<file path="config.mk">
export PLATFORM = sky130hd
export DESIGN_NAME = elevator_target_queue_scan_order_flat
export DESIGN_NICKNAME = d
export VERILOG_FILES = /design/src/rtl/core/etqso_pkg.sv /design/src/rtl/core/etqso_if.sv /design/src/rtl/core/etqso_ctrl.sv /design/src/rtl/core/etqso_datapath.sv /design/src/rtl/core/elevator_target_queue_scan_order.sv /design/src/flat_wrapper.sv
export SDC_FILE = /design/constraint.sdc
export NUM_CORES = 1
export LEC_CHECK = 0
export BUFFER_PORTS_ARGS = -buffer_cell sky130_fd_sc_hd__buf_4
export CORE_MARGIN = 4
export CORE_UTILIZATION = 52
export DETAILED_ROUTE_END_ITERATION = 10
export PLACE_DENSITY = 0.79
export SYNTH_ARGS = -nofsm -noshare
export SYNTH_HDL_FRONTEND = slang
export SYNTH_SLANG_ARGS = --single-unit
</file>
<file path="constraint.sdc">
create_clock -name clk -period 11.17 [get_ports clk]
set_input_delay 1.117 -clock clk [delete_from_list [all_inputs] [get_ports clk]]
set_output_delay 1.117 -clock clk [all_outputs]
set_load 0.02 [all_outputs]
</file>
<file path="src/rtl/core/etqso_pkg.sv">
// Shared types and constants for the elevator target queue.
// Used by the channel interfaces, the controller, the datapath and the top level.
package etqso_pkg;

  // Default queue size and the widths that follow from it
  localparam int unsigned QUEUE_DEPTH_DEF = 16;
  localparam int unsigned COUNT_W_DEF     = $clog2(QUEUE_DEPTH_DEF + 1);

  // Fixed field widths
  localparam int unsigned OP_W    = 2;
  localparam int unsigned FLOOR_W = 4;
  localparam int unsigned DIR_W   = 2;

  // Minimum reported for an empty queue; also the ceiling of the minimum search
  localparam logic [FLOOR_W-1:0] EMPTY_MIN = 4'd14;

  // Travel direction codes; the remaining codes leave the order alone
  localparam logic [DIR_W-1:0] DIR_UP   = 2'd1;
  localparam logic [DIR_W-1:0] DIR_DOWN = 2'd2;

  // Request operation codes
  typedef enum logic [OP_W-1:0] {
    OP_PUSH    = 2'd0,
    OP_POP     = 2'd1,
    OP_REORDER = 2'd2,
    OP_READ    = 2'd3
  } op_t;

  // Controller to datapath commands
  typedef struct packed {
    logic load;       // take the request, apply push/pop/read
    logic sort_pass;  // run one odd-even compare-exchange pass
    logic scan_step;  // fold one entry into the max/min search
  } ctl_cmd_t;

  // Datapath to controller status
  typedef struct packed {
    logic need_sort;  // offered request is a reorder with a sweeping direction
    logic pass_last;  // the current sort pass is the final one
    logic scan_end;   // max/min search has covered every entry
  } dp_status_t;

endpackage

</file>
<file path="src/rtl/core/etqso_if.sv">
// Request and response channels of the elevator target queue.
// Depends on etqso_pkg for field widths.
interface etqso_req_if import etqso_pkg::*; #(
  parameter int unsigned COUNT_W = COUNT_W_DEF
) ();
  logic               valid;
  logic               ready;
  logic [OP_W-1:0]    operation;
  logic [FLOOR_W-1:0] floor_value;
  logic [FLOOR_W-1:0] current_floor;
  logic [DIR_W-1:0]   travel_direction;
  logic [COUNT_W-1:0] entry_index;

  modport source (
    output valid, operation, floor_value, current_floor, travel_direction, entry_index,
    input  ready
  );
  modport sink (
    input  valid, operation, floor_value, current_floor, travel_direction, entry_index,
    output ready
  );
endinterface

interface etqso_rsp_if import etqso_pkg::*; #(
  parameter int unsigned COUNT_W = COUNT_W_DEF
) ();
  logic               valid;
  logic               ready;
  logic [FLOOR_W-1:0] value;
  logic [COUNT_W-1:0] count;
  logic [FLOOR_W-1:0] max_floor;
  logic [FLOOR_W-1:0] min_floor;
  logic               error;

  modport source (
    output valid, value, count, max_floor, min_floor, error,
    input  ready
  );
  modport sink (
    input  valid, value, count, max_floor, min_floor, error,
    output ready
  );
endinterface

</file>
<file path="src/rtl/core/etqso_ctrl.sv">
// Sequencing controller for the elevator target queue.
// Depends on etqso_pkg for the command and status structs.
module etqso_ctrl import etqso_pkg::*; (
  input  logic       clk,
  input  logic       rst,
  input  logic       req_valid,
  output logic       req_ready,
  output logic       rsp_valid,
  input  logic       rsp_ready,
  input  dp_status_t status,
  output ctl_cmd_t   cmd
);

  typedef enum logic [1:0] {
    S_IDLE,
    S_SORT,
    S_SCAN,
    S_DONE
  } state_t;

  state_t state;
  state_t state_next;

  // Handshake follows the state register
  assign req_ready = (state == S_IDLE);
  assign rsp_valid = (state == S_DONE);

  // Next state and datapath commands
  always_comb begin
    cmd        = '0;
    state_next = state;
    case (state)
      S_IDLE: begin
        if (req_valid) begin
          cmd.load   = 1'b1;
          state_next = status.need_sort ? S_SORT : S_SCAN;
        end
      end
      S_SORT: begin
        cmd.sort_pass = 1'b1;
        if (status.pass_last) begin
          state_next = S_SCAN;
        end
      end
      S_SCAN: begin
        if (status.scan_end) begin
          state_next = S_DONE;
        end else begin
          cmd.scan_step = 1'b1;
        end
      end
      S_DONE: begin
        if (rsp_ready) begin
          state_next = S_IDLE;
        end
      end
      default: begin
        state_next = S_IDLE;
      end
    endcase
  end

  // Hold state
  always_ff @(posedge clk) begin
    if (rst) begin
      state <= S_IDLE;
    end else begin
      state <= state_next;
    end
  end

endmodule

</file>
<file path="src/rtl/core/etqso_datapath.sv">
// Floor store, odd-even sorter and max/min search of the elevator target queue.
// Depends on etqso_pkg; driven by etqso_ctrl through ctl_cmd_t.
module etqso_datapath import etqso_pkg::*; #(
  parameter int unsigned QUEUE_DEPTH = QUEUE_DEPTH_DEF,
  parameter int unsigned COUNT_W     = $clog2(QUEUE_DEPTH + 1)
) (
  input  logic               clk,
  input  logic               rst,
  input  ctl_cmd_t           cmd,
  output dp_status_t         status,
  input  logic [OP_W-1:0]    operation,
  input  logic [FLOOR_W-1:0] floor_value,
  input  logic [FLOOR_W-1:0] current_floor,
  input  logic [DIR_W-1:0]   travel_direction,
  input  logic [COUNT_W-1:0] entry_index,
  output logic [FLOOR_W-1:0] value,
  output logic [COUNT_W-1:0] count,
  output logic [FLOOR_W-1:0] max_floor,
  output logic [FLOOR_W-1:0] min_floor,
  output logic               error
);

  localparam int unsigned ADDR_W = $clog2(QUEUE_DEPTH);

  // Service-order key: the first group sorts ahead, then by the remaining bits
  function automatic logic [FLOOR_W:0] sort_key(input logic [FLOOR_W-1:0] f,
                                                input logic [FLOOR_W-1:0] c,
                                                input logic               up);
    logic [FLOOR_W:0] k;
    if (up) begin
      k = (f > c) ? {1'b0, f} : {1'b1, ~f};
    end else begin
      k = (f < c) ? {1'b0, ~f} : {1'b1, f};
    end
    return k;
  endfunction

  logic [FLOOR_W-1:0] store      [QUEUE_DEPTH];
  logic [FLOOR_W-1:0] store_next [QUEUE_DEPTH];
  logic [FLOOR_W:0]   key        [QUEUE_DEPTH];
  logic [COUNT_W-1:0] entry_count;
  logic [COUNT_W-1:0] entry_count_next;
  logic [FLOOR_W-1:0] cur_floor;
  logic               dir_up;
  logic [ADDR_W-1:0]  pass_cnt;
  logic [COUNT_W-1:0] scan_ptr;
  logic [FLOOR_W-1:0] max_acc;
  logic [FLOOR_W-1:0] min_acc;
  logic [FLOOR_W-1:0] result_value;
  logic               result_error;
  logic [FLOOR_W-1:0] load_value;
  logic               load_error;
  logic [COUNT_W-1:0] idx_m1;
  logic [ADDR_W-1:0]  rd_addr;
  logic [FLOOR_W-1:0] rd_data;
  logic               full;
  logic               empty;
  logic               read_bad;
  op_t                op_in;

  assign op_in    = op_t'(operation);
  assign full     = (entry_count == COUNT_W'(QUEUE_DEPTH));
  assign empty    = (entry_count == '0);
  assign read_bad = (entry_index == '0) || (entry_index > entry_count);
  assign idx_m1   = entry_index - 1'b1;

  // Single read port: requested index on load, search pointer otherwise
  assign rd_addr = cmd.load ? idx_m1[ADDR_W-1:0] : scan_ptr[ADDR_W-1:0];
  assign rd_data = store[rd_addr];

  // Status back to the controller
  assign status.need_sort = (op_in == OP_REORDER) &&
                            ((travel_direction == DIR_UP) || (travel_direction == DIR_DOWN));
  assign status.pass_last = (pass_cnt == ADDR_W'(QUEUE_DEPTH - 1));
  assign status.scan_end  = (scan_ptr >= entry_count);

  // Result fields
  assign value     = result_value;
  assign count     = entry_count;
  assign max_floor = max_acc;
  assign min_floor = min_acc;
  assign error     = result_error;

  // Per-entry sort keys
  always_comb begin
    for (int i = 0; i < QUEUE_DEPTH; i++) begin
      key[i] = sort_key(store[i], cur_floor, dir_up);
    end
  end

  // Result of the request itself
  always_comb begin
    load_value = '0;
    load_error = 1'b0;
    case (op_in)
      OP_PUSH: begin
        load_error = full;
      end
      OP_POP: begin
        load_error = empty;
        load_value = empty ? '0 : store[0];
      end
      OP_REORDER: begin
        load_error = 1'b0;
      end
      OP_READ: begin
        load_error = read_bad;
        load_value = read_bad ? '0 : rd_data;
      end
      default: begin
        load_error = 1'b0;
      end
    endcase
  end

  // Store update: append, shift out the head, or one compare-exchange pass
  always_comb begin
    store_next       = store;
    entry_count_next = entry_count;
    if (cmd.load) begin
      case (op_in)
        OP_PUSH: begin
          if (!full) begin
            store_next[entry_count[ADDR_W-1:0]] = floor_value;
            entry_count_next = entry_count + 1'b1;
          end
        end
        OP_POP: begin
          if (!empty) begin
            for (int i = 0; i < QUEUE_DEPTH - 1; i++) begin
              store_next[i] = store[i + 1];
            end
            entry_count_next = entry_count - 1'b1;
          end
        end
        default: begin
          entry_count_next = entry_count;
        end
      endcase
    end else if (cmd.sort_pass) begin
      for (int i = 0; i < QUEUE_DEPTH - 1; i++) begin
        if ((i[0] == pass_cnt[0]) && (COUNT_W'(i + 1) < entry_count) &&
            (key[i] > key[i + 1])) begin
          store_next[i]     = store[i + 1];
          store_next[i + 1] = store[i];
        end
      end
    end
  end

  // Hold the floor store
  always_ff @(posedge clk) begin
    store <= store_next;
  end

  // Hold the entry count
  always_ff @(posedge clk) begin
    if (rst) begin
      entry_count <= '0;
    end else begin
      entry_count <= entry_count_next;
    end
  end

  // Latch the request, advance the sorter and the max/min search
  always_ff @(posedge clk) begin
    if (cmd.load) begin
      cur_floor    <= current_floor;
      dir_up       <= (travel_direction == DIR_UP);
      pass_cnt     <= '0;
      scan_ptr     <= '0;
      max_acc      <= '0;
      min_acc      <= EMPTY_MIN;
      result_value <= load_value;
      result_error <= load_error;
    end else begin
      if (cmd.sort_pass) begin
        pass_cnt <= pass_cnt + 1'b1;
      end
      if (cmd.scan_step) begin
        if (rd_data > max_acc) begin
          max_acc <= rd_data;
        end
        if (rd_data < min_acc) begin
          min_acc <= rd_data;
        end
        scan_ptr <= scan_ptr + 1'b1;
      end
    end
  end

endmodule

</file>
<file path="src/rtl/core/elevator_target_queue_scan_order.sv">
// Elevator target queue with sweep ordering. Each request (push, pop, read at a
// 1-based index, or reorder for the car's floor and direction) gives one response
// with the value, the count, and the largest and smallest queued floor. After the
// request is accepted, the max/min search walks the floors queued afterwards one entry
// per cycle through its single read port and then sees its end before the response
// is offered. A reorder going up or down first runs QUEUE_DEPTH odd-even
// compare-exchange passes. One request is in flight at a time; the next is taken in
// the cycle after the response is collected.
// Depends on etqso_pkg, etqso_if, etqso_ctrl and etqso_datapath.
module elevator_target_queue_scan_order import etqso_pkg::*; #(
  parameter int unsigned QUEUE_DEPTH = QUEUE_DEPTH_DEF
) (
  input  logic        clk,
  input  logic        rst,
  etqso_req_if.sink   req,
  etqso_rsp_if.source rsp
);

  localparam int unsigned COUNT_W = $clog2(QUEUE_DEPTH + 1);

  ctl_cmd_t   cmd;
  dp_status_t status;
  logic       req_ready;
  logic       rsp_valid;

  assign req.ready = req_ready;
  assign rsp.valid = rsp_valid;

  // Sequence each request
  etqso_ctrl u_ctrl (
    .clk       (clk),
    .rst       (rst),
    .req_valid (req.valid),
    .req_ready (req_ready),
    .rsp_valid (rsp_valid),
    .rsp_ready (rsp.ready),
    .status    (status),
    .cmd       (cmd)
  );

  // Store, sorter and result registers
  etqso_datapath #(
    .QUEUE_DEPTH (QUEUE_DEPTH),
    .COUNT_W     (COUNT_W)
  ) u_datapath (
    .clk              (clk),
    .rst              (rst),
    .cmd              (cmd),
    .status           (status),
    .operation        (req.operation),
    .floor_value      (req.floor_value),
    .current_floor    (req.current_floor),
    .travel_direction (req.travel_direction),
    .entry_index      (req.entry_index),
    .value            (rsp.value),
    .count            (rsp.count),
    .max_floor        (rsp.max_floor),
    .min_floor        (rsp.min_floor),
    .error            (rsp.error)
  );

endmodule
</file>
<file path="src/flat_wrapper.sv">
// flat-port wrapper written by rule: the top's interface ports become plain ports
module elevator_target_queue_scan_order_flat import etqso_pkg::*;
#(
  parameter int unsigned QUEUE_DEPTH = QUEUE_DEPTH_DEF
)
  (clk, rst, req_valid, req_operation, req_floor_value, req_current_floor, req_travel_direction, req_entry_index, req_ready, rsp_valid, rsp_value, rsp_count, rsp_max_floor, rsp_min_floor, rsp_error, rsp_ready);
  etqso_req_if req_i ();
  etqso_rsp_if rsp_i ();
  input  logic clk;
  input  logic rst;
  input wire logic [$bits(req_i.valid)-1:0] req_valid;
  input wire logic [$bits(req_i.operation)-1:0] req_operation;
  input wire logic [$bits(req_i.floor_value)-1:0] req_floor_value;
  input wire logic [$bits(req_i.current_floor)-1:0] req_current_floor;
  input wire logic [$bits(req_i.travel_direction)-1:0] req_travel_direction;
  input wire logic [$bits(req_i.entry_index)-1:0] req_entry_index;
  output wire logic [$bits(req_i.ready)-1:0] req_ready;
  output wire logic [$bits(rsp_i.valid)-1:0] rsp_valid;
  output wire logic [$bits(rsp_i.value)-1:0] rsp_value;
  output wire logic [$bits(rsp_i.count)-1:0] rsp_count;
  output wire logic [$bits(rsp_i.max_floor)-1:0] rsp_max_floor;
  output wire logic [$bits(rsp_i.min_floor)-1:0] rsp_min_floor;
  output wire logic [$bits(rsp_i.error)-1:0] rsp_error;
  input wire logic [$bits(rsp_i.ready)-1:0] rsp_ready;
  assign req_i.valid = req_valid;
  assign req_i.operation = req_operation;
  assign req_i.floor_value = req_floor_value;
  assign req_i.current_floor = req_current_floor;
  assign req_i.travel_direction = req_travel_direction;
  assign req_i.entry_index = req_entry_index;
  assign req_ready = req_i.ready;
  assign rsp_valid = rsp_i.valid;
  assign rsp_value = rsp_i.value;
  assign rsp_count = rsp_i.count;
  assign rsp_max_floor = rsp_i.max_floor;
  assign rsp_min_floor = rsp_i.min_floor;
  assign rsp_error = rsp_i.error;
  assign rsp_i.ready = rsp_ready;
  elevator_target_queue_scan_order #(.QUEUE_DEPTH(QUEUE_DEPTH)) u_core (.clk(clk), .rst(rst), .req(req_i), .rsp(rsp_i));
endmodule
</file>
Word level (Yosys, flattened, before mapping) --
Index checks and enable logic that the tools add are counted.
Word-level totals: register bits 98, word-level logic and storage cells 330
Cells by class: muxes and demuxes 114, add/subtract/negate cells 5, reductions and logical operators 76, order comparisons 69, equal/unequal tests 21, bitwise logic cells 19
Operators by type and width (count):
- 8-bit two-way mux | 35
- 5-bit two-way mux | 50
- 64-bit two-way mux | 3
- 60-bit case mux with 2 select lines | 1
- 5-bit greater-than comparator | 16
- 5-bit AND reduction | 15
- 4-bit greater-than comparator | 17
- 4-bit < comparator | 17
- 64-bit bitwise mux | 1
- 4-bit inverter | 16
- 60-bit two-way mux | 1
- 3-bit nonzero test | 14
- 4-bit by 5-bit < comparator with 1-bit output, first input constant | 8
- 1-bit logical AND | 32
- 4-bit two-way mux | 7
- 3-bit by 5-bit < comparator with 1-bit output, first input constant | 4
- 4-bit binary-select mux with 4-bit select | 1
- 4-bit demux with 4-bit select | 1
- 4-bit AND reduction | 3
- 5-bit by 1-bit adder with 5-bit output, second input constant | 2
- 2-bit == test, second input constant | 5
- 5-bit greater-or-equal comparator, second input constant | 2
- 5-bit logical NOT | 2
- 2-bit by 5-bit < comparator with 1-bit output, first input constant | 2
- 25 further kinds | 49

Logic depth before layout (Yosys ltp) --
Gate-level depths: netlist of run 1.
depth in word-level cells 42, gate-level depth with buffers 20, mapped depth without buffers 18

Modules after synthesis --
A second synthesis of run 1 with hierarchy kept.
Second synthesis, totals: cell total of the unflattened synthesis 1303, area total of the unflattened synthesis 11352.1 um^2
By module, submodules not included:
- etqso_datapath | area each 11131.9 um^2, sequential area each 2662.6 um^2, instances 1, cells each 1280
- etqso_ctrl | area each 220.2 um^2, sequential area each 40.0 um^2, instances 1, cells each 23

Worst setup path after synthesis of run 1 --
Ideal clock, no wire load.
path type register to register, start register u_core.u_datapath.cur_floor[1], end register u_core.u_datapath.store[28] (netlist name), enable pin, path buffers 0, setup time 374 ps, stages on the path, launching flop included 19, required time 10796 ps, arrival time 3941 ps, period minus slack after synthesis 4315 ps, path slack 6855 ps, cells stage by stage edfxtp_1 inv_1 ha_1 nor2b_1 o21ai_0 nand2b_1 a21oi_1 a21o_1 xor2_1 inv_1 ha_1 nor2b_1 o21a_1 o21ai_0 nand2b_1 a21oi_1 a2111oi_0 nor2_1 a221oi_1
On the way: word-level cells in the longest chain between the ends 7
RTL lines:
- start, declared | RTL line etqso_datapath.sv:43 | logic [FLOOR_W-1:0] cur_floor;
- start signal, assigned | RTL line etqso_datapath.sv:168 | cur_floor <= current_floor;
- 4-bit < comparator or 4-bit greater-than comparator (tied branches) | RTL line etqso_datapath.sv:33, etqso_datapath.sv:31
- 5-bit two-way mux (on tied branches) | RTL line etqso_datapath.sv:33, etqso_datapath.sv:31
- 5-bit two-way mux | RTL line etqso_datapath.sv:30 | if (up) begin
- 5-bit greater-than comparator | RTL line etqso_datapath.sv:143 | (key[i] > key[i + 1])) begin
- 1-bit logical AND | RTL line etqso_datapath.sv:142 | if ((i[0] == pass_cnt[0]) && (COUNT_W'(i + 1) < entry_count) &&
- 3-bit nonzero test (no line) *
- 5-bit AND reduction (no line) *
- end signal, assigned | RTL line etqso_datapath.sv:153 | store <= store_next;
- end, declared | RTL line etqso_datapath.sv:38 | logic [FLOOR_W-1:0] store [QUEUE_DEPTH];
Every way passes the cells marked *; elsewhere a longest branch is shown, timed or not. A chain may end at the register's enable or synchronous reset.

Final worst setup path of run 1 --
start register u_core.u_datapath.cur_floor[1], end register u_core.u_datapath.store[31] (netlist name), enable pin
The elaborated chain is that of the path after synthesis.

==> summary.txt, run 1 <==
Global route
  • Vias in the first global route: 9,731
  • Largest net degree at the start of global routing: 77
  • GR Overflow Total: 0
  • Initial antenna violation count: 0
  • First-pass GRT wire length: 51.3 mm
  • Total GRT Usage: 26.7%

Setup path
  • CP max FO: 11
  • Crit Path Class: reg -> reg
  • Crit-path max cell delay: 0.74 ns
  • FF-to-FF Start: u_core.u_datapath.cur_floor[1]
  • Cells along the critical path: inv_1 > buf_4 > ha_1 > nor2b_1 > o21ai_0 > nand2b_1 > a21oi_1 > a21o_1 > xor2_1 > inv_1 > ha_1 > nor2b_1 > o21a_1 > o21ai_0 > nand2b_1 > a21oi_1 > a2111oi_0 > nor2_1 > a221oi_1
  • Slowest CP cell: a2111oi_0
  • Family with the most delay on the worst path: compound AO/OA/AOI/OAI gates
  • Kind of end point of the critical path: flop
  • Worst Path Required: 11.16 ns
  • Flop-to-flop setup slack: 6.01 ns
  • Startpoint types: flop
  • Worst Path Buf+Inv: 3
  • Path depth of the worst reg2reg path: 19
  • CP arrival: 5.15 ns
  • R2R Path End: u_core.u_datapath.store[31]

Clock tree
  • Clk buf depth: 2
  • Post-cts resize count: 0
  • Clock root cell: clkbuf_16
  • Htree depth: 3
  • CTS Sinks: 98
  • Reg clk slew, reported paths: 0.07 ns
  • Setup bufs post-CTS: 0
  • Hold-fix buffers at CTS: 0
  • CTS Buf Count: 9
  • Worst-skew pair later-pin latency: 0.35 ns
  • CTS tree: yes

Yosys
  • Post-synthesis cell area: 0.0111 mm²
  • Synth Instances: 1,245
  • Sequential element share of the synthesized area: 24.3%
  • #FFs+latches synth: 98
  • Ys flop type: edfxtp_1
  • Netlist cell types: 96
  • Post-synthesis async set-or-reset flop share: 0%
  • Synth warnings: 0
  • Post-synth EDFFs: 74
  • Syn avg cell area: 8.94 µm²
  • Post-synth net total: 1,427

Routing
  • Routed length on met1: 13.0 mm
  • Vias per Instance: 6.60
  • Met2 Wirelength: 14.6 mm
  • DRT antenna net count: 0
  • Met3 WL: 3.32 mm
  • Routed WL: 32.5 mm
  • Iteration count of the initial detailed-routing pass: 5
  • Max layer used: met4
  • DRT iter0 DRCs: 1,071
  • Via count: 10,200
  • DRC Markers: 0
  • Routed WL per cell: 21.0 µm

Layout
  • N_diodes: 0
  • Post-Route Utilization: 56.9%
  • Layout cell share with drive strength beyond 1: 9.54%
  • Layout fillers: 1,806
  • Non-Filler Instances: 1,543
  • Footprint of the multi-input gates: 0.00780 mm²
  • Layout area overhead: 7.38%
  • Register area: 0.00270 mm²
  • Nets@finish: 1,445

STA
  • Max Clock Freq: 0.194 GHz
  • Final Hold Vio Count: 0
  • Worst setup margin: 6.01 ns
  • RSZ-0062 raised after global routing: no
  • Setup TNS: 0 ns
  • Crit share post-route: 46.2%
  • Max-slew violations: 0
  • Worst Skew: 0.00710 ns
  • Slew margin rel.: 33.8%
  • Slew @ Worst Pin: 0.992 ns
  • Setup violators final: 0
  • Post-layout minimum cycle time: 5.16 ns

Min path
  • Worst hold endpoint: u_core.u_ctrl.state[1]
  • Hold path depth: 2
  • Class of the most critical hold timing path: reg -> reg
  • Hold path startpoint: u_core.u_ctrl.state[1]

Die
  • Total Die Area: 0.0238 mm²
  • Die extent in y: 154 µm
  • Core Area: 0.0210 mm²
  • Chip Width: 154 µm
  • Starting Density: 53.0%
  • FP Rows: 53
  • I/O pins: 41

Flow run
  • Max Cap Violations: 0

Power and ir drop
  • Power density of the placed cells: 219 mW/mm²
  • Peak supply drop: 0.173 mV
  • Total power: 2.62 mW
  • Leak: 5.17 nW

Outcome
  • Outcome: completed

Placed design
  • PortBufs: 40
  • Placed cells: 1,527
  • Hpwl dp: 24.3 mm
  • RD Place Congestion: 0.979
  • Dpl ws: 5.71 ns
==> area by class of cell <==
| cell class | instances | share of cell area [%] |
|---|---|---|
| clock buffers | 12 | 2.16 |
| multi-input cells | 985 | 65.3 |
| inverters | 119 | 3.74 |
| clock inverters | 4 | 0.220 |
| flip-flops and latches | 98 | 22.6 |
| repair buffers | 50 | 3.14 |
| well taps | 275 | 2.88 |
==> Yosys cell counts (5+ instances only) <==
cell type / instances / area, µm²
a211oi_1: 8 / 60.1
a21o_1: 19 / 143
a21oi_1: 78 / 390
a221o_1: 33 / 330
a221oi_1: 26 / 228
a22o_1: 12 / 105
a22oi_1: 30 / 225
a31oi_1: 11 / 68.8
and2_1: 22 / 138
and3_1: 22 / 138
and4_1: 13 / 114
clkbuf_1: 32 / 120
dfxtp_1: 24 / 480
edfxtp_1: 74 / 2220
ha_1: 161 / 2010
inv_1: 114 / 428
mux2_2: 6 / 67.6
mux2i_1: 19 / 190
mux4_2: 16 / 360
nand2_1: 60 / 225
nand2b_1: 29 / 181
nand3_1: 29 / 145
nand4_1: 5 / 31.3
nor2_1: 97 / 364
nor2b_1: 23 / 144
nor3_1: 17 / 85.1
o211a_1: 5 / 50.1
o211ai_1: 7 / 52.6
o21a_1: 16 / 120
o21ai_0: 53 / 265
o21ai_1: 10 / 50.1
o21bai_1: 6 / 45.0
xnor2_1: 35 / 307
xor2_1: 39 / 342
==> sequential cells by signal, summed over array words and instances (netlist names) <==
name,cells
u_core.u_datapath.min_floor,4
u_core.u_datapath.dir_up,1
u_core.u_datapath.count,5
u_core.u_datapath.max_floor,4
u_core.u_datapath.error,1
u_core.u_datapath.pass_cnt,4
u_core.u_datapath.scan_ptr,5
u_core.u_datapath.cur_floor,4
u_core.u_ctrl.state,2
u_core.u_datapath.store,64
u_core.u_datapath.value,4
==> layer usage <==
layer | track usage, % | up-vias
li1 | - | 4709
met1 | 35.9 | 4726
met2 | 42.9 | 615
met3 | 3.64 | 137
met4 | 11.8 | 0
met5 | 0 | -
==> logic make-up after synthesis <==
family / count (synthesis) / synth area share, %
flip-flops: 98 / 24.3
XOR/XNOR: 76 / 6.11
buffers and inverters: 162 / 5.69
adder cells (fa/ha/maj): 164 / 18.4
multiplexers: 42 / 5.67
AND/OR/NAND/NOR: 340 / 15.8
AO/OA/AOI/OAI: 363 / 24.0
==> worst register-to-register path, stage by stage (launching register included) <==
cell and delay, ns:
edfxtp_1 0.36, inv_1 0.31, buf_4 0.31, ha_1 0.30, nor2b_1 0.13, o21ai_0 0.13, nand2b_1 0.07, a21oi_1 0.23
a21o_1 0.22, xor2_1 0.23, inv_1 0.07, ha_1 0.29, nor2b_1 0.13, o21a_1 0.11, o21ai_0 0.07, nand2b_1 0.07
a21oi_1 0.08, a2111oi_0 0.74, nor2_1 0.30, a221oi_1 0.65
==> layout by cell type (no fill, tap or decap), types with 16 or more instances in the layout <==
master / count
o21ai_0: 53
nor2_1: 97
nor2b_1: 22
inv_1: 114
xor2_1: 39
a21o_1: 19
mux4_2: 16
dfxtp_1: 24
edfxtp_1: 74
mux2i_1: 19
nor3_1: 17
nand2b_1: 29
nand2_1: 59
a21oi_1: 78
a221oi_1: 26
o21a_1: 16
nand3_1: 29
and3_1: 22
ha_1: 161
buf_4: 50
and2_1: 22
xnor2_1: 35
a22oi_1: 30
a221o_1: 33
==> metrics by stage <==
stage | hold WS [ns] | area [µm²]
detailed placement | 0.485 | 11700
floorplan | 0.459 | 11100
finish | 0.496 | 12000
global placement | 0.481 | 11700
CTS | 0.495 | 12000
global route | 0.523 | 12000
==> power by group <==
part / total (mW) / switching [mW] / internal [mW] / leakage [nW]
registers: 0.570 / 0.0938 / 0.476 / 0.886
logic: 1.75 / 1.02 / 0.729 / 4.15
clock network: 0.301 / 0.137 / 0.164 / 0.138
==> worst max path at each step <==
stage / endpoint / startpoint / cells past startpoint
after CTS: u_core.u_datapath.store[31] / u_core.u_datapath.cur_floor[1] / 19
after detailed placement: u_core.u_datapath.max_floor[0] / req_valid / 18
after floorplan: u_core.u_datapath.store[28] / u_core.u_datapath.cur_floor[1] / 18
after global placement: u_core.u_datapath.max_floor[2] / req_valid / 18
after global routing: u_core.u_datapath.store[29] / u_core.u_datapath.cur_floor[1] / 19
final: u_core.u_datapath.store[31] / u_core.u_datapath.cur_floor[1] / 19
Power figures use the tool's default switching activity.
==> run 2, diff against run 1 <==
Settings changed: PLACE_DENSITY 0.79 to 0.81.
Clock period 11.17 ns to 4.4 ns, I/O delays scaled along.
==> run 2 against run 1 <==
  * Combinational power increased to 2.7 times the previous value
  * Total power grew to 2.6 times the previous value
  * Clock-buffer cell count shrank 1
  * Worst hold slack worse by 0.23 ns
  * Clock power rose to 2.5 times the previous value
  * Die area stayed put
  * Global-route usage about the same
  * Critical path depth is 1 lower
  * Sequential share of layout area down 0.46 points
==> summary.txt, run 2 (same netlist as run 1, synthesis figures left out) <==
STA
  • RSZ-0062 raised after global routing: yes (was no)
  • Max Clock Freq: 0.239 GHz (was 0.194 GHz)
  • Slew @ Worst Pin: 0.983 ns (was 0.992 ns)
  • Setup TNS: 0 ns (unchanged)
  • Crit share post-route: 95.2% (was 46.2%)
  • Final Hold Vio Count: 0 (unchanged)
  • Slew margin rel.: 34.2% (was 33.8%)
  • Max-slew violations: 0 (unchanged)
  • Hold Slack: 0.270 ns (was 0.496 ns)
  • Setup violators final: 0 (unchanged)
  • Worst Skew: 0.00993 ns (was 0.00710 ns)
  • Post-layout minimum cycle time: 4.19 ns (was 5.16 ns)
  • Worst setup margin: 0.212 ns (was 6.01 ns)

Layout
  • Max reg flops: 64 (unchanged)
  • Layout area overhead: 9.61% (was 7.38%)
  • Footprint of the multi-input gates: 0.00782 mm² (was 0.00780 mm²)
  • Non-Filler Instances: 1,571 (was 1,543)
  • Register area: 0.00270 mm² (unchanged)
  • Nets@finish: 1,473 (was 1,445)
  • Most common cell after layout, fill and taps aside: ha_1 (unchanged)
  • Most frequent cells in the layout: 161 x ha_1, 113 x inv_1, 97 x nor2_1, 77 x a21oi_1, 75 x buf_4 (was 161 x ha_1, 114 x inv_1, 97 x nor2_1, 78 x a21oi_1, 74 x edfxtp_1)
  • Top reg by flops: u_core.u_datapath.store (unchanged)
  • Layout fillers: 1,740 (was 1,806)
  • Layout cell share with drive strength beyond 1: 11.9% (was 9.54%)
  • Final non-filler cell area: 0.0122 mm² (was 0.0120 mm²)
  • Post-Route Utilization: 58.1% (was 56.9%)
  • N_diodes: 0 (unchanged)

Die
  • Core Area: 0.0210 mm² (unchanged)
  • Die extent in y: 154 µm (unchanged)
  • Chip Width: 154 µm (unchanged)
  • FP Rows: 53 (unchanged)
  • Total Die Area: 0.0238 mm² (unchanged)
  • I/O pins: 41 (unchanged)
  • Starting Density: 53.0% (unchanged)

Global route
  • Initial antenna violation count: 0 (unchanged)
  • First-pass GRT wire length: 51.8 mm (was 51.3 mm)
  • Total GRT Usage: 26.6% (was 26.7%)
  • Largest net degree at the start of global routing: 53 (was 77)
  • Vias in the first global route: 9,972 (was 9,731)
  • GR Overflow Total: 0 (unchanged)

Placed design
  • PortBufs: 40 (unchanged)
  • Dpl ws: 0.195 ns (was 5.71 ns)
  • Hpwl dp: 24.5 mm (was 24.3 mm)
  • RD Place Congestion: 0.930 (was 0.979)
  • Placed cells: 1,553 (was 1,527)
  • Placed cell areas: 0.0119 mm² (was 0.0117 mm²)

Clock tree
  • Clk buf depth: 2 (unchanged)
  • CTS Buf Count: 9 (unchanged)
  • CTS Sinks: 98 (unchanged)
  • Reg clk slew, reported paths: 0.07 ns (about the same)
  • Worst-skew pair later-pin latency: 0.35 ns (about the same)
  • Htree depth: 3 (unchanged)
  • CTS tree: yes (unchanged)
  • Hold-fix buffers at CTS: 0 (unchanged)
  • Clock root cell: clkbuf_16 (unchanged)

Routing
  • Via count: 10,300 (was 10,200)
  • DRT iter0 DRCs: 1,279 (was 1,071)
  • DRT antenna net count: 0 (unchanged)
  • Routed WL: 32.7 mm (was 32.5 mm)
  • Iteration count of the initial detailed-routing pass: 6 (was 5)
  • DRC Markers: 0 (unchanged)
  • Vias per Instance: 6.57 (was 6.60)
  • Routed WL per cell: 20.8 µm (was 21.0 µm)

Power and ir drop
  • Total power: 6.83 mW (was 2.62 mW)
  • Power density of the placed cells: 560 mW/mm² (was 219 mW/mm²)
  • Peak supply drop: 0.349 mV (was 0.173 mV)
  • Leak: 5.33 nW (was 5.17 nW)

Setup path
  • Family with the most delay on the worst path: compound AO/OA/AOI/OAI gates (unchanged)
  • CP max FO: 6 (was 11)
  • Worst Path Buf+Inv: 3 (unchanged)
  • CP arrival: 4.19 ns (was 5.15 ns)
  • Cells along the critical path: ha_1 > nor2b_1 > o21ai_0 > nand2b_1 > a21oi_1 > a21o_1 > xor2_1 > inv_1 > ha_1 > nor2b_1 > o21a_1 > o21ai_0 > nand2b_1 > a21oi_1 > a2111oi_2 > buf_4 > inv_1 > a31oi_1 (was inv_1 > buf_4 > ha_1 > nor2b_1 > o21ai_0 > nand2b_1 > a21oi_1 > a21o_1 > xor2_1 > inv_1 > ha_1 > nor2b_1 > o21a_1 > o21ai_0 > nand2b_1 > a21oi_1 > a2111oi_0 > nor2_1 > a221oi_1)
  • Slowest CP cell: edfxtp_1 (was a2111oi_0)
  • Startpoint types: flop (unchanged)
  • Crit Path Class: reg -> reg (unchanged)
  • Kind of end point of the critical path: flop (unchanged)
  • Crit-path max cell delay: 0.53 ns (was 0.74 ns)
  • Worst Path Required: 4.41 ns (was 11.16 ns)

Min path
  • Class of the most critical hold timing path: in -> reg (was reg -> reg)

Outcome
  • Outcome: completed (unchanged)

Flow run
  • Max Cap Violations: 0 (unchanged)
## run 2: changes by cell type in the layout (fill, tap and decap cells not counted), moves of 2 or more
cell | before | now
clkinv_2 | 2 | 4
clkbuf_8 | 0 | 2
clkbuf_1 | 2 | 0
buf_12 | 0 | 2
buf_4 | 50 | 75
## run 2: path summary, 6_finish.rpt
| check | start | end | slack, ns | cells after the start |
|---|---|---|---|---|
| setup / recovery | u_core.u_datapath.store[33] | u_core.u_datapath.store[33] | 0.21 | 18 |
| hold / removal | req_current_floor[0] | u_core.u_datapath.cur_floor[0] | 0.27 | 1 |
| setup reg to reg | u_core.u_datapath.store[33] | u_core.u_datapath.store[33] | 0.21 | 18 |
| hold reg to reg | u_core.u_ctrl.state[1] | u_core.u_ctrl.state[1] | 0.51 | 2 |
## run 2: routing by layer
layer | vias up | GRT usage [%] | routed length [µm]
met3 | 131 | 5.46 | 3470
li1 | 4789 | - | -
met5 | - | 0 | 0
met2 | 601 | 44.3 | 15000
met4 | 0 | 9.29 | 1230
met1 | 4802 | 34.6 | 12900
## run 2: where the power goes
group	switching (mW)	internal, mW	leakage [nW]
Combinational	2.71	1.95	4.30
Sequential	0.201	1.21	0.886
Clock	0.349	0.412	0.145
## run 2: worst register-to-register path, cell delays in order, from the launching register on
cell	delay (ns)
edfxtp_1	0.53
ha_1	0.36
nor2b_1	0.14
o21ai_0	0.14
nand2b_1	0.08
a21oi_1	0.25
a21o_1	0.22
xor2_1	0.24
inv_1	0.07
ha_1	0.28
nor2b_1	0.13
o21a_1	0.11
o21ai_0	0.06
nand2b_1	0.08
a21oi_1	0.08
a2111oi_2	0.42
buf_4	0.22
inv_1	0.05
a31oi_1	0.39
## run 2: what timing repair did
item | in CTS | in global routing
endpoints found under the setup margin | 0 | 18
setup buffers | 0 | 2
gates resized for setup | 0 | 5
## run 2: area by class of cell
| class | count | share of cell area, % |
|---|---|---|
| Clock buffer | 11 | 2.07 |
| Clock inverter | 5 | 0.236 |
| Tap cell | 275 | 2.82 |
| Sequential cell | 98 | 22.1 |
| Multi-Input combinational cell | 985 | 64.0 |
| Inverter | 119 | 3.66 |
| Timing Repair Buffer | 78 | 5.03 |
==> run 3, diff against run 2 <==
Settings changed: CELL_PAD_IN_SITES_DETAIL_PLACEMENT set to 0, CELL_PAD_IN_SITES_GLOBAL_PLACEMENT set to 1, CORE_UTILIZATION 52 to 45, PLACE_DENSITY 0.81 to 0.88.
==> run 3 against run 2 <==
  * Sequential share of layout area shrank 0.18 points
  * Critical endpoint is now u_core.u_datapath.store[27]
  * Design area grew 0.80%
  * First-iteration DRC count shrank 20%
  * Highest routed layer unchanged
  * Critical path type unchanged
  * Register-to-register slack gained 0.08 ns
  * Sequential cell count is the same
  * Global-route usage shrank 1.8 points
  * Clock skew grew 0.00064 ns
==> summary.txt, run 3 (same netlist as run 1, synthesis figures left out) <==
Layout
  • Nets@finish: 1,476 (was 1,473)
  • Post-Route Utilization: 50.6% (was 58.1%)
  • N_diodes: 0 (unchanged)
  • Most frequent cells in the layout: 161 x ha_1, 114 x inv_1, 96 x nor2_1, 81 x buf_4, 76 x a21oi_1 (was 161 x ha_1, 113 x inv_1, 97 x nor2_1, 77 x a21oi_1, 75 x buf_4)
  • Top reg by flops: u_core.u_datapath.store (unchanged)
  • Layout cell share with drive strength beyond 1: 12.0% (was 11.9%)
  • Max reg flops: 64 (unchanged)
  • Layout area overhead: 10.5% (was 9.61%)
  • Most common cell after layout, fill and taps aside: ha_1 (unchanged)

Routing
  • Met3 WL: 3.06 mm (was 3.47 mm)
  • Iteration count of the initial detailed-routing pass: 6 (unchanged)
  • Via count: 10,100 (was 10,300)
  • DRC Markers: 0 (unchanged)
  • Vias per Instance: 6.24 (was 6.57)
  • Routed WL: 33.8 mm (was 32.7 mm)
  • Max layer used: met4 (unchanged)
  • DRT antenna net count: 0 (unchanged)
  • Routed length on met1: 14.4 mm (was 12.9 mm)
  • Routed WL per cell: 20.8 µm (about the same)
  • Met2 Wirelength: 15.6 mm (was 15.0 mm)
  • DRT iter0 DRCs: 1,027 (was 1,279)

Setup path
  • Family with the most delay on the worst path: compound AO/OA/AOI/OAI gates (unchanged)
  • CP max FO: 7 (was 6)
  • Kind of end point of the critical path: flop (unchanged)
  • Cells along the critical path: inv_1 > ha_1 > o21ai_0 > a21oi_1 > nor2_1 > a21o_1 > xor2_1 > inv_1 > ha_1 > nor2b_1 > o21a_1 > o21a_1 > o21a_1 > o2111ai_1 > and2_1 > nor2_1 > a221o_1 (was ha_1 > nor2b_1 > o21ai_0 > nand2b_1 > a21oi_1 > a21o_1 > xor2_1 > inv_1 > ha_1 > nor2b_1 > o21a_1 > o21ai_0 > nand2b_1 > a21oi_1 > a2111oi_2 > buf_4 > inv_1 > a31oi_1)
  • CP arrival: 4.21 ns (was 4.19 ns)
  • Worst Path Buf+Inv: 2 (was 3)
  • Worst Path Required: 4.50 ns (was 4.41 ns)
  • Most used cell, CP: o21a_1
  • Startpoint types: flop (unchanged)
  • Crit-path max cell delay: 0.40 ns (was 0.53 ns)
  • Crit Path Class: reg -> reg (unchanged)
  • Slowest CP cell: edfxtp_1 (unchanged)

Power and ir drop
  • Peak supply drop: 0.369 mV (was 0.349 mV)
  • Leak: 5.34 nW (was 5.33 nW)
  • Power density of the placed cells: 562 mW/mm² (was 560 mW/mm²)

Flow run
  • Max Cap Violations: 0 (unchanged)

Global route
  • Initial antenna violation count: 0 (unchanged)
  • Total GRT Usage: 24.9% (was 26.6%)
  • Largest net degree at the start of global routing: 37 (was 53)
  • GR Overflow Total: 0 (unchanged)
  • Vias in the first global route: 9,733 (was 9,972)
  • First-pass GRT wire length: 53.5 mm (was 51.8 mm)

STA
  • Crit share post-route: 93.3% (was 95.2%)
  • Setup TNS: 0 ns (unchanged)
  • Worst Skew: 0.0106 ns (was 0.00993 ns)
  • Slew margin rel.: 29.8% (was 34.2%)
  • Post-layout minimum cycle time: 4.11 ns (was 4.19 ns)
  • Slew @ Worst Pin: 1.05 ns (was 0.983 ns)
  • Max-slew violations: 0 (unchanged)
  • Setup violators final: 0 (unchanged)
  • Max Clock Freq: 0.244 GHz (was 0.239 GHz)
  • RSZ-0062 raised after global routing: no (was yes)
  • Final Hold Vio Count: 0 (unchanged)

Clock tree
  • Reg clk slew, reported paths: 0.07 ns (about the same)
  • Worst-skew pair later-pin latency: 0.35 ns (about the same)
  • Clk buf depth: 2 (unchanged)
  • Clock root cell: clkbuf_16 (unchanged)
  • CTS Buf Count: 9 (unchanged)
  • CTS Sinks: 98 (unchanged)
  • CTS tree: yes (unchanged)
  • Htree depth: 3 (unchanged)
  • Setup bufs post-CTS: 0 (unchanged)

Placed design
  • Hpwl dp: 25.9 mm (was 24.5 mm)
  • PortBufs: 40 (unchanged)
  • RD Place Congestion: 0.902 (was 0.930)

Die
  • FP Rows: 57 (was 53)
  • I/O pins: 41 (unchanged)
  • Core Area: 0.0243 mm² (was 0.0210 mm²)
  • Die extent in y: 165 µm (was 154 µm)
  • Starting Density: 45.8% (was 53.0%)
  • Total Die Area: 0.0273 mm² (was 0.0238 mm²)
  • Chip Width: 165 µm (was 154 µm)

Min path
  • Class of the most critical hold timing path: in -> reg (unchanged)

Outcome
  • Outcome: completed (unchanged)
## run 3: timing repair
action,CTS,global route
endpoints found under the setup margin,0,24
hold buffers,0,0
gates resized for setup,0,6
## run 3: power by group
group / switching (mW) / leakage [nW] / internal [mW]
Clock: 0.356 / 0.147 / 0.502
Combinational: 2.71 / 4.30 / 1.94
Sequential: 0.201 / 0.886 / 1.21
Total: 3.26 / 5.34 / 3.65
## run 3: per-stage QoR
step	power (mW)	instances	instance area, µm²	setup slack (ns)	hold slack, ns
finish	6.91	1623	12300	0.294	0.276
global placement	5.89	1607	12000	0.421	0.495
CTS	6.88	1623	12300	0.316	0.268
floorplan	4.78	1245	11100	0.0849	0.459
detailed placement	6.01	1607	12000	0.337	0.500
global route	7.55	1623	12300	0.0220	0.265
## run 3: area by class of cell
| cell class | instances | area [µm²] |
|---|---|---|
| tap | 324 | 405 |
| clock buffer | 12 | 236 |
| multi-input combinational | 985 | 7830 |
| sequential | 98 | 2700 |
| timing repair buffer | 81 | 608 |
| fill | 2245 | 12000 |
| inverter | 119 | 447 |
| clock inverter | 4 | 76.3 |
## run 3: routing by layer
metal	up-vias	GRT usage, %
met2	518	40.8
met4	0	6.75
met1	4766	34.3
li1	4777	-
met5	-	0
met3	72	3.80
## run 3: final timing paths
| path | from | end | slack (ns) | cells after the start |
|---|---|---|---|---|
| worst max-delay path | u_core.u_datapath.cur_floor[2] | u_core.u_datapath.store[27] | 0.29 | 17 |
| worst min-delay path | req_current_floor[3] | u_core.u_datapath.cur_floor[3] | 0.28 | 1 |
| worst max register to register | u_core.u_datapath.cur_floor[2] | u_core.u_datapath.store[27] | 0.29 | 17 |
| worst min register to register | u_core.u_ctrl.state[1] | u_core.u_ctrl.state[1] | 0.50 | 2 |
## run 3: worst register-to-register path, stage by stage, from the launching register on
cell       delay [ns]
edfxtp_1         0.40
inv_1            0.26
ha_1             0.30
o21ai_0          0.15
a21oi_1          0.09
nor2_1           0.18
a21o_1           0.19
xor2_1           0.31
inv_1            0.08
ha_1             0.29
nor2b_1          0.13
o21a_1           0.16
o21a_1           0.16
o21a_1           0.16
o2111ai_1        0.28
and2_1           0.26
nor2_1           0.11
a221o_1          0.35
